### src/sv/sfda_queue.sv
// ----------------------------------------------------------------------------
// sfda_queue: small register queue
// First-in first-out buffer with push/full and pop/empty sides.
// ----------------------------------------------------------------------------
`default_nettype none

module sfda_queue #(
  parameter int WIDTH = 8,
  parameter int DEPTH = 2
) (
  input  wire logic             clk,
  input  wire logic             rst,
  input  wire logic             push,
  input  wire logic [WIDTH-1:0] wr_data,
  output logic                  full,
  input  wire logic             pop,
  output logic [WIDTH-1:0]      rd_data,
  output logic                  empty
);

  localparam int AW = (DEPTH > 1) ? $clog2(DEPTH) : 1;
  localparam int CW = $clog2(DEPTH + 1);
  localparam logic [AW-1:0] LAST_PTR = AW'(DEPTH - 1);

  logic [WIDTH-1:0] mem [DEPTH];
  logic [AW-1:0]    wr_ptr;
  logic [AW-1:0]    rd_ptr;
  logic [CW-1:0]    count;
  logic             do_push;
  logic             do_pop;

  assign full    = (count == CW'(DEPTH));
  assign empty   = (count == '0);
  assign do_push = push && !full;
  assign do_pop  = pop && !empty;
  assign rd_data = mem[rd_ptr];

  always_ff @(posedge clk) begin
    if (rst) begin
      wr_ptr <= '0;
      rd_ptr <= '0;
      count  <= '0;
    end else begin
      if (do_push) begin
        wr_ptr <= (wr_ptr == LAST_PTR) ? '0 : wr_ptr + 1'b1;
      end
      if (do_pop) begin
        rd_ptr <= (rd_ptr == LAST_PTR) ? '0 : rd_ptr + 1'b1;
      end
      unique case ({do_push, do_pop})
        2'b10:   count <= count + 1'b1;
        2'b01:   count <= count - 1'b1;
        default: count <= count;
      endcase
    end
  end

  always_ff @(posedge clk) begin
    if (do_push) begin
      mem[wr_ptr] <= wr_data;
    end
  end

  a_no_overflow: assert property (@(posedge clk) disable iff (rst)
    !(push && full))
    else $error("queue written while full");

  a_count_bound: assert property (@(posedge clk) disable iff (rst)
    count <= CW'(DEPTH))
    else $error("queue count out of range");

  a_count_inc: assert property (@(posedge clk) disable iff (rst)
    do_push && !do_pop |=> count == $past(count) + 1'b1)
    else $error("queue count did not follow a transfer in");

endmodule

`default_nettype wire

### config.mk
export PLATFORM = sky130hd
export DESIGN_NAME = sfda_queue
export DESIGN_NICKNAME = d
export VERILOG_FILES = /design/src/sv/sfda_queue.sv
export SDC_FILE = /design/constraint.sdc
export NUM_CORES = 1
export LEC_CHECK = 0
export BUFFER_PORTS_ARGS = -buffer_cell sky130_fd_sc_hd__buf_2
export CORE_MARGIN = 2
export CORE_UTILIZATION = 35
export DETAILED_ROUTE_END_ITERATION = 7
export GPL_TIMING_DRIVEN = 0
export PLACE_DENSITY_LB_ADDON = 0.1
export SETUP_SLACK_MARGIN = 0.3
export SKIP_LAST_GASP = 1
export SLEW_MARGIN = 20
export SYNTH_ARGS = -nofsm -noshare
export SYNTH_HDL_FRONTEND = slang
export SYNTH_SLANG_ARGS = --single-unit
### constraint.sdc
create_clock -name clk -period 1.88 [get_ports clk]
set_input_delay 0.282 -clock clk [delete_from_list [all_inputs] [get_ports clk]]
set_output_delay 0.282 -clock clk [all_outputs]
set_load 0.02 [all_outputs]
==> results.json <==
{
  "fmax_mhz": 650.6,
  "tritoncts": "done",
  "postLayoutSetupSlackWorst_ns": 0.3429,
  "yosys.cell_types.count": 17,
  "drt_iter0_drc": 5,
  "ys_seq_area_frac": 0.7273,
  "rsz0062_at_grt": "true",
  "cts_hold_buffers": 0,
  "area_delta_synth_final_pct": 27.27,
  "period_needed_ns": 1.537,
  "min_from": "wr_data[2]",
  "grt_pass1_wl_um": 1973,
  "die_width_um": 51.76,
  "r2r_slack_ns": 0.42,
  "grt_pass1_vias": 494,
  "drive_above_1_share": 0.5000,
  "maxCapViolations": 0,
  "vias": 454,
  "syn_inst": 51,
  "irDropWorstVdd_mv": 0.6190,
  "post_drt_via_cell_ratio": 4.365,
  "die_h_um": 51.76,
  "track_usage": 0.1036,
  "coreArea_mm2": 0.002191,
  "layout_common_cells": "edfxtp_1, buf_2, mux2_2",
  "drc": 0,
  "r2r-start": "count[1]",
  "p_per_area_mw_per_mm2": 1398,
  "cts_made_buffers": 3,
  "path_max_fanout": 8,
  "relSlewSlack": 0.7302,
  "min_path_type": "in -> reg",
  "final_cell_area_mm2": 0.001016,
  "gp_congestion": 0.6231,
  "drt_pre_antenna_iters": 3,
  "crit_type": "reg -> out",
  "rows": 17,
  "antenna_found_initial": 0,
  "setup_tns_ns": 0,
  "synth.avg_cell_area_um2": 15.65,
  "crit_end": "rd_data[6]",
  "use_met1": 0.1103,
  "initial_core_util": 0.3644,
  "fin_util": 0.4637,
  "syn_area_um2": 798.3,
  "dp_slack_ns": 0.3101,
  "r2r_end": "count[1]",
  "clockBufferDepth": 2,
  "clock_latency_ns": 0.29,
  "diodes": 0,
  "htreeDepth": 1,
  "root_buffer": "clkbuf_4",
  "clock_skew_ns": 0.003860,
  "ys_warn_count": 0,
  "ant_nets": 0,
  "regArea_um2": 583.1,
  "avgRoutedWirePerCell_um": 11.25,
  "postCtsSetupRepairBufs": 0,
  "reg2reg_depth": 4,
  "finalHoldViolCount": 0,
  "clk_pin_slew_ns": 0.11,
  "crit_path_end_kind": "output port",
  "final_common_cell": "edfxtp_1",
  "tightest_slew_ns": 0.4047,
  "die-area_mm2": 0.002679,
  "fillers": 214,
  "portBuffers": 21,
  "top_usage_layer": "met2",
  "multiInputGateArea_um2": 202.7,
  "cp.required_ns": 1.60,
  "drt_wl_total_um": 1170,
  "dp_hpwl_um": 884.5,
  "power.leakage_uw": 0.0004018,
  "io_pins": 22,
  "power.total_uw": 1420,
  "drv_slew": 0,
  "status": "finished clean",
  "cts_num_sinks": 21,
  "use_met3": 0.02586,
  "min_period_over_period": 0.8176,
  "grt_max_degree": 12,
  "fin_nets": 90,
  "startpoint_type": "flop",
  "synth_nets": 64,
  "setup-violations-final": 0,
  "grt_overflow": 0,
  "use_met2": 0.1944,
  "ys_seq_elements": 21,
  "crit_arrival_ns": 1.26,
  "place_area_um2": 938.4
}
how the worst min path moves through the flow:
stage,to,cells after the start
4_1_cts,mem[1][2],1
3_3_place_gp,mem[0][7],1
2_1_floorplan,count[1],1
5_1_grt,mem[1][2],1
6_report,mem[1][2],1
3_5_place_dp,mem[1][2],1
registers in the layout, indices dropped and copies added, names as in the netlist, named ones only:
name    flops
count       2
mem        16
rd_ptr      1
wr_ptr      1
metrics by stage:
step           hold WS (ns)  cells
3_3_place_gp         0.4713    100
4_1_cts              0.1652    104
2_1_floorplan        0.3511     51
6_report             0.1734    104
3_5_place_dp         0.4733    100
5_1_grt              0.1596    104
area by class of cell:
| type | count | share of cell area |
|---|---|---|
| tap | 28 | 0.03448 |
| clock buffer | 4 | 0.02586 |
| buffer | 1 | 0.01478 |
| timing repair buffer | 21 | 0.1404 |
| sequential | 21 | 0.5739 |
| multi-input combinational | 26 | 0.1995 |
| inverter | 3 | 0.01108 |
cells in the mapped netlist:
cell type  number  area, µm²
nand2_1         1      3.750
o21ai_0         2      10.01
dfxtp_1         5      100.1
nor2_1          4      15.01
inv_1           2      7.510
xor2_1          1      8.760
and3_1          1      6.260
ha_1            1      12.51
xnor2_1         2      17.52
nand2b_2        1      8.760
mux2_2          8      90.09
a21oi_1         2      10.01
inv_2           1      3.750
or3_1           2      12.51
edfxtp_1       16      480.5
o21a_1          1      7.510
clkbuf_1        1      3.750
worst max-delay path, stage by stage, from the launching register on:
cell     delay, ns
dfxtp_2       0.35
buf_8         0.13
mux2_2        0.33
buf_2         0.16
cell families (layout without fill, tap and decap cells):
logic type,after synthesis,after routing,share of synthesized area
simple gates,9,9,0.05799
flops,21,21,0.7273
xor+xnor,3,3,0.03292
buf+inv,4,29,0.01880
compound gates,5,5,0.03449
fa+ha+maj,1,1,0.01567
mux,8,8,0.1129
per-layer routing:
layer  routed length, µm  share of wire  vias to the layer above
met3                  40          0.034                        0
li1                    -              -                      233
met2                 610           0.52                       10
met5                   0              0                        -
met4                   0              0                        0
met1                 520           0.44                      211
report_power, final:
part / total, µW / leakage [µW] / switching (µW) / internal [µW]
combinational: 569 / 0.000195 / 289 / 280
sequential: 649 / 0.000192 / 47.6 / 601
clock: 202 / 0.0000150 / 120 / 82.3
repair_timing:
item,CTS,global route
endpoints found under the setup margin,12,9
resized for setup,5,14
endpoints found under the hold margin,0,0
(Power assumes the default switching activity.)
